--- config.mk ---
export PLATFORM = sky130hd
export DESIGN_NAME = double_ended_twin_stack_top
export DESIGN_NICKNAME = d
export VERILOG_FILES = /design/src/rtl/detst_pkg.sv /design/src/rtl/detst_ram.sv /design/src/rtl/double_ended_twin_stack_top.sv
export SDC_FILE = /design/constraint.sdc
export NUM_CORES = 1
export LEC_CHECK = 0
export BUFFER_PORTS_ARGS = -buffer_cell sky130_fd_sc_hd__buf_2
export CORE_ASPECT_RATIO = 1.25
export CORE_MARGIN = 4
export CORE_UTILIZATION = 48
export CTS_BUF_LIST = sky130_fd_sc_hd__clkbuf_4 sky130_fd_sc_hd__clkbuf_8 sky130_fd_sc_hd__clkbuf_16
export DETAILED_ROUTE_END_ITERATION = 12
export PLACE_DENSITY = 0.66
export SLEW_MARGIN = 20
export SYNTH_ARGS = -nofsm -noshare
export SYNTH_HDL_FRONTEND = slang
export SYNTH_SLANG_ARGS = --single-unit
--- constraint.sdc ---
create_clock -name clk_i -period 6.3 [get_ports clk_i]
set_input_delay 1.26 -clock clk_i [delete_from_list [all_inputs] [get_ports clk_i]]
set_output_delay 1.26 -clock clk_i [all_outputs]
set_load 0.02 [all_outputs]
--- src/rtl/detst_pkg.sv ---
package detst_pkg;

  // Default number of words shared by both stacks
  localparam int unsigned DepthDefault = 8;

  // Field widths
  localparam int unsigned WordWidth = 32;
  localparam int unsigned OpWidth   = 3;
  localparam int unsigned StWidth   = 2;
  localparam int unsigned OccWidth  = 4;

  // Operation codes
  typedef enum logic [OpWidth-1:0] {
    OP_PUSH_LO = 3'd0,
    OP_PUSH_HI = 3'd1,
    OP_POP_LO  = 3'd2,
    OP_POP_HI  = 3'd3,
    OP_PUSH_2  = 3'd4,
    OP_POP_2   = 3'd5
  } op_e;

  // Result status codes
  typedef enum logic [StWidth-1:0] {
    STAT_OK    = 2'd0,
    STAT_OVER  = 2'd1,
    STAT_UNDER = 2'd2
  } stat_e;

endpackage

--- src/rtl/detst_ram.sv ---
module detst_ram #(
  parameter int unsigned Width = 32,
  parameter int unsigned Depth = 8
) (
  input  logic                     clk_i,
  input  logic                     we_i,
  input  logic [$clog2(Depth)-1:0] waddr_i,
  input  logic [Width-1:0]         wdata_i,
  input  logic                     re_i,
  input  logic [$clog2(Depth)-1:0] raddr_i,
  output logic [Width-1:0]         rdata_o
);

  logic [Width-1:0] mem [Depth];

  // Write one word per cycle
  always_ff @(posedge clk_i) begin
    if (we_i) begin
      mem[waddr_i] <= wdata_i;
    end
  end

  // Register the read word
  always_ff @(posedge clk_i) begin
    if (re_i) begin
      rdata_o <= mem[raddr_i];
    end
  end

endmodule

--- src/rtl/double_ended_twin_stack_top.sv ---
// Single pushes and refused or unused ops finish from idle; a pop reads, then takes the
// word; a double push or pop goes low, then high; the one-write, one-read RAM sets this.
// One item at a time; the next beat may start in the cycle done_o shows.
// Results appear on done_o for one cycle and cannot be stalled by the receiver.
// Reset clears both stack counts and the control state; the word RAM is not cleared.
module double_ended_twin_stack_top #(
  parameter int unsigned DEPTH = detst_pkg::DepthDefault
) (
  input  logic                                   clk_i,
  input  logic                                   rst_ni,
  input  logic                                   start_i,
  output logic                                   busy_o,
  input  logic [detst_pkg::OpWidth-1:0]          op_i,
  input  logic signed [detst_pkg::WordWidth-1:0] push_value_i,
  output logic                                   done_o,
  output logic signed [detst_pkg::WordWidth-1:0] low_popped_o,
  output logic signed [detst_pkg::WordWidth-1:0] high_popped_o,
  output logic [detst_pkg::StWidth-1:0]          status_o,
  output logic [detst_pkg::OccWidth-1:0]         occupancy_o
);
  import detst_pkg::*;

  localparam int unsigned AW = $clog2(DEPTH);
  localparam int unsigned CW = $clog2(DEPTH + 1);
  localparam int unsigned UW = CW + 1;
  localparam int unsigned SW = (UW > OccWidth) ? UW : OccWidth;

  typedef enum logic [3:0] {
    ST_IDLE  = 4'b0001,
    ST_WR_HI = 4'b0010,
    ST_RD_LO = 4'b0100,
    ST_RD_HI = 4'b1000
  } state_e;

  state_e               state_q, state_d;
  logic [CW-1:0]        low_q, low_d;
  logic [CW-1:0]        high_q, high_d;
  logic                 dbl_q, dbl_d;
  logic                 done_q, done_d;
  logic [WordWidth-1:0] val_q, val_d;
  logic [WordWidth-1:0] lp_q, lp_d;
  logic [WordWidth-1:0] hp_q, hp_d;
  stat_e                st_q, st_d;

  logic                 we, re;
  logic [AW-1:0]        waddr, raddr;
  logic [WordWidth-1:0] wdata, rdata;

  logic [UW-1:0]        used;
  logic                 room1, room2;
  logic [AW-1:0]        lo_wr_addr, hi_wr_addr, lo_rd_addr, hi_rd_addr;
  logic [CW-1:0]        lo_dec, hi_top;
  logic [SW-1:0]        occ_sum;

  // Room checks against the shared store
  assign used  = UW'(low_q) + UW'(high_q);
  assign room1 = used < UW'(DEPTH);
  assign room2 = (used + UW'(2)) <= UW'(DEPTH);

  // Entry addresses for each stack top
  assign lo_dec     = low_q - CW'(1);
  assign hi_top     = CW'(DEPTH) - high_q;
  assign lo_wr_addr = low_q[AW-1:0];
  assign hi_wr_addr = AW'(DEPTH - 1) - high_q[AW-1:0];
  assign lo_rd_addr = lo_dec[AW-1:0];
  assign hi_rd_addr = hi_top[AW-1:0];

  // Sequence each operation over the RAM ports
  always_comb begin
    state_d = state_q;
    low_d   = low_q;
    high_d  = high_q;
    dbl_d   = dbl_q;
    done_d  = 1'b0;
    val_d   = val_q;
    lp_d    = lp_q;
    hp_d    = hp_q;
    st_d    = st_q;
    we      = 1'b0;
    waddr   = lo_wr_addr;
    wdata   = push_value_i;
    re      = 1'b0;
    raddr   = lo_rd_addr;

    unique case (state_q)
      ST_IDLE: begin
        if (start_i) begin
          lp_d  = '0;
          hp_d  = '0;
          st_d  = STAT_OK;
          val_d = push_value_i;
          dbl_d = 1'b0;
          unique case (op_e'(op_i))
            OP_PUSH_LO: begin
              done_d = 1'b1;
              if (!room1) begin
                st_d = STAT_OVER;
              end else begin
                we    = 1'b1;
                waddr = lo_wr_addr;
                low_d = low_q + CW'(1);
              end
            end
            OP_PUSH_HI: begin
              done_d = 1'b1;
              if (!room1) begin
                st_d = STAT_OVER;
              end else begin
                we     = 1'b1;
                waddr  = hi_wr_addr;
                high_d = high_q + CW'(1);
              end
            end
            OP_PUSH_2: begin
              if (!room2) begin
                st_d   = STAT_OVER;
                done_d = 1'b1;
              end else begin
                we      = 1'b1;
                waddr   = lo_wr_addr;
                low_d   = low_q + CW'(1);
                state_d = ST_WR_HI;
              end
            end
            OP_POP_LO: begin
              if (low_q == '0) begin
                st_d   = STAT_UNDER;
                done_d = 1'b1;
              end else begin
                re      = 1'b1;
                raddr   = lo_rd_addr;
                low_d   = lo_dec;
                state_d = ST_RD_LO;
              end
            end
            OP_POP_HI: begin
              if (high_q == '0) begin
                st_d   = STAT_UNDER;
                done_d = 1'b1;
              end else begin
                re      = 1'b1;
                raddr   = hi_rd_addr;
                high_d  = high_q - CW'(1);
                state_d = ST_RD_HI;
              end
            end
            OP_POP_2: begin
              if (low_q == '0 || high_q == '0) begin
                st_d   = STAT_UNDER;
                done_d = 1'b1;
              end else begin
                re      = 1'b1;
                raddr   = lo_rd_addr;
                low_d   = lo_dec;
                dbl_d   = 1'b1;
                state_d = ST_RD_LO;
              end
            end
            default: begin
              done_d = 1'b1;
            end
          endcase
        end
      end

      // Write the high copy of a double push
      ST_WR_HI: begin
        we      = 1'b1;
        waddr   = hi_wr_addr;
        wdata   = val_q;
        high_d  = high_q + CW'(1);
        done_d  = 1'b1;
        state_d = ST_IDLE;
      end

      // Take the low word; chain the high read for a double pop
      ST_RD_LO: begin
        lp_d = rdata;
        if (dbl_q) begin
          re      = 1'b1;
          raddr   = hi_rd_addr;
          high_d  = high_q - CW'(1);
          state_d = ST_RD_HI;
        end else begin
          done_d  = 1'b1;
          state_d = ST_IDLE;
        end
      end

      ST_RD_HI: begin
        hp_d    = rdata;
        done_d  = 1'b1;
        state_d = ST_IDLE;
      end

      default: begin
        state_d = ST_IDLE;
      end
    endcase
  end

  // Control state
  always_ff @(posedge clk_i or negedge rst_ni) begin
    if (!rst_ni) begin
      state_q <= ST_IDLE;
      low_q   <= '0;
      high_q  <= '0;
      dbl_q   <= 1'b0;
      done_q  <= 1'b0;
    end else begin
      state_q <= state_d;
      low_q   <= low_d;
      high_q  <= high_d;
      dbl_q   <= dbl_d;
      done_q  <= done_d;
    end
  end

  // Hold the result and push word
  always_ff @(posedge clk_i) begin
    val_q <= val_d;
    lp_q  <= lp_d;
    hp_q  <= hp_d;
    st_q  <= st_d;
  end

  detst_ram #(
    .Width(WordWidth),
    .Depth(DEPTH)
  ) u_ram (
    .clk_i  (clk_i),
    .we_i   (we),
    .waddr_i(waddr),
    .wdata_i(wdata),
    .re_i   (re),
    .raddr_i(raddr),
    .rdata_o(rdata)
  );

  // Counts are final when the result beat shows
  assign occ_sum = SW'(low_q) + SW'(high_q);

  assign busy_o        = (state_q != ST_IDLE);
  assign done_o        = done_q;
  assign low_popped_o  = lp_q;
  assign high_popped_o = hp_q;
  assign status_o      = st_q;
  assign occupancy_o   = occ_sum[OccWidth-1:0];

endmodule
==> summary.md <==
| Metric | Value |
|---|---|
| Via count of the first global-routing pass | `9770` |
| Diode count | `0` |
| Worst Setup SP | `low_q[0]` |
| Sinks on the clock net | `400` |
| Max frequency | `238 MHz` |
| Worst reg-to-reg path cell count | `9` |
| Final nets | `1268` |
| Number of buffer and inverter stages on the critical path | `1` |
| Post-CTS setup buffer count | `0` |
| MaxCap Viol Count | `0` |
| RSZ-0062 raised after global routing | `false` |
| Worst hold slack | `0.525 ns` |
| Number of unique standard cell types used by synthesis | `66` |
| Reg-to-reg critical path endpoint | `u_ram.mem[3][29]` |
| Total of endpoints with negative setup slack in the final report | `0` |
| Cts repair resizes | `0` |
| Post-synthesis net count | `1184` |
| Floorplan row count | `76` |
| Critical path type | `reg -> reg` |
| Die area | `38200 sq um` |
| Reg2Reg Setup Slack | `2.10 ns` |
| Height of the chip | `217 um` |
| CTS root buf | `clkbuf_16` |
| Number of instances in the placed design | `1647` |
| Clock Latency Late Sink | `0.53 ns` |
| Buffers added on ports | `109` |
| Worst endpoint required time | `6.51 ns` |
| Synth area leader | `edfxtp_1` |
| Critical Path Sink Type | `flip-flop` |
| Static leakage | `6.77 nW` |
| Synth Flop Type | `edfxtp_1` |
| Maximum fanout along the worst path | `19` |
| Post-layout instance count excluding filler cells | `1716` |
| Growth of design area from synthesis to finish | `13.9%` |
| Smallest setup slack after layout | `2.10 ns` |
| Detailed-placement wirelength estimate | `22800 um` |
| Die Wd | `176 um` |
| Buffer depth of the longest clock path | `3` |
| Ratio of cells with drive above 1 in the final layout | `18.9%` |
| Hold wc startpoint | `low_q[3]` |
| Fraction of the cycle the final worst path needs | `66.7%` |
| Wire length of the first global-routing pass | `58800 um` |
| Pin count of the biggest net entering global routing | `185` |
| Proportion of netlist area held by the largest area contributor | `68.8%` |
| Leftover overflow at the end of global routing | `0` |
| Final hold violations | `0` |
| Flops & latches, synth | `400` |
| Path category of the worst min-delay check | `reg -> reg` |
| Global-route total usage across every layer | `20.0%` |
| Drt drc | `0` |
| Cell count after synthesis | `1136` |
| TNS Setup | `0 ns` |
| Pwr Density | `462 nW/um^2` |
| Actual transition at the worst max-transition pin | `0.929 ns` |
| Clk pwr share | `26.2%` |
| Fill cell total of the finished layout | `2705` |
| Fraction of power spent switching nets | `34.8%` |
| Per-cell via count in the routed design | `5.84` |
| Total count of max-transition violations in the final report | `0` |
| Routed Wire Length | `39000 um` |
| Number of DRC violations after detailed-routing iteration 0 | `1060` |
| Post-Synthesis Mean Instance Area | `14.8 sq um` |
| CP Depth | `9` |
| Status | `complete, no violations` |
| I/O pin total | `110` |
| EDFF count, synth | `386` |
| Yosys warns | `0` |
| Cell Area, Placed | `17900 sq um` |
| Launch instance of the worst register-to-register path | `low_q[0]` |
| Maximum single-stage delay on the critical path | `0.82 ns` |
| Area used by multi-input combinational logic | `4570 sq um` |
| Largest cells by area after synthesis | `edfxtp_1 (69%), a21boi_0 (2.8%), a211oi_1 (2.7%)` |
| Detail-routed net length per standard cell | `22.7 um` |
| Worst-path clk slew | `0.06 ns` |
| Final weighted congestion in routability-driven placement | `0.884` |
| Post-route cell area | `19200 sq um` |
| Relative contribution of sequential cells to total power | `39.4%` |
| Combinational power share | `34.4%` |
| Cell-internal power | `5.78 mW` |
| Pre-CTS WS | `1.84 ns` |
| Final total power | `8.86 mW` |
| Max-Slew Margin vs Limit | `38.1%` |
| CTS tree | `yes` |
| Post-synth ARST share | `3.50%` |
| Utilization after layout | `55.6%` |
| Worst setup path endpoint | `u_ram.mem[3][29]` |
| Arrival time at the worst endpoint | `4.41 ns` |
| Kind of cell adding the most delay to the critical path | `compound AO/OA/AOI/OAI gates` |
| Cell with the largest stage delay on the worst path | `a21oi_4` |
| Switching power total | `3.08 mW` |
| Via total after detailed routing | `10000` |
| H-tree depth | `2` |
| Area taken by flip-flops and latches | `11900 sq um` |
| Hold_buf cts | `0` |
| Initial antenna violation count | `0` |
| Final period demand of the worst path | `4.20 ns` |
| CP startpoint kind | `flip-flop` |
| Crit-path cells | `ha_1, fa_1, nor4b_1, and3_1, nor2_1, nor3_1, o211ai_1, a21oi_4, buf_4` |
| Initial standard-cell utilization of the core | `48.8%` |
| Initial DRT Pass Iterations | `5` |
| Maximum vdd drop | `0.360 mV` |
| Post-Synthesis Cell Area | `16800 sq um` |
| Clock tree skew after final layout | `0.0107 ns` |
| Core area | `34500 sq um` |
| Number of CTS-inserted buffers | `39` |
| Register area share after synthesis | `70.9%` |
| Number of nets still failing antenna checks after routing | `0` |
-- cells in the mapped netlist, types with 8 or more instances --
cell	count
and3_1	65
buf_2	21
nor2_1	16
nand2_1	112
dfrtp_1	13
o221ai_1	31
nand3_1	15
a311o_1	30
a32o_1	30
xnor2_1	8
ha_1	9
a211oi_1	61
a21oi_1	11
a21boi_0	63
o31ai_1	30
clkbuf_1	63
mux2i_1	9
edfxtp_1	386
and2_1	67
-- sequential cells by signal (all words and copies together) (netlist names), 4 cells and up --
| name | flops |
|---|---|
| val_q | 32 |
| high_popped_o | 32 |
| low_q | 4 |
| u_ram.mem | 256 |
| state_q | 4 |
| high_q | 4 |
| u_ram.rdata_o | 32 |
| low_popped_o | 32 |
-- power groups by stage --
stage	combinational, mW	clock (mW)	sequential [mW]
final	3.05	2.32	3.49
after detailed placement	3.04	0	3.54
after CTS	3.05	2.37	3.49
after global routing	3.31	2.47	3.52
after floorplan	2.15	0	3.57
after global placement	3.00	0	3.54
-- routing by layer --
layer	GRT usage, %	vias to the layer above	wire length, um
met5	0	-	0
met4	5.49	0	879
met3	3.21	64	2260
met2	34.6	306	19800
met1	26.6	4988	16100
li1	-	4655	-
-- final cells by class --
class	count	share of cell area [%]
repair buffers	137	4.00
well taps	468	3.05
clock inverters	23	1.15
inverters	8	0.157
flip-flops and latches	400	62.3
clock buffers	46	5.54
multi-input cells	634	23.8
-- layout by cell type (no fill, tap or decap), drive strengths merged, types with 31 or more instances in the layout --
| cell type | n |
|---|---|
| and2 | 67 |
| a211oi | 61 |
| a21boi | 65 |
| clkbuf | 46 |
| and3 | 65 |
| buf | 137 |
| o221ai | 31 |
| nand2 | 112 |
| edfxtp | 386 |
-- cell families after synthesis --
family / count (synthesis) / synth area share (%)
flip-flops: 400 / 70.9
AND/OR/NAND/NOR: 311 / 10.0
AO/OA/AOI/OAI: 285 / 13.8
buffers and inverters: 102 / 2.74
multiplexers: 15 / 1.07
XOR/XNOR: 13 / 0.676
adder cells (fa/ha/maj): 10 / 0.787
-- how the worst min path moves through the flow --
stage | endpoint | slack, ns | cells past startpoint
6_report | low_q[3] | 0.53 | 1
2_1_floorplan | low_q[3] | 0.47 | 1
5_1_grt | low_popped_o[25] | 0.57 | 1
4_1_cts | low_q[3] | 0.53 | 1
3_5_place_dp | low_q[3] | 0.51 | 1
3_3_place_gp | low_q[3] | 0.52 | 1
Power figures use the tool's default switching activity.
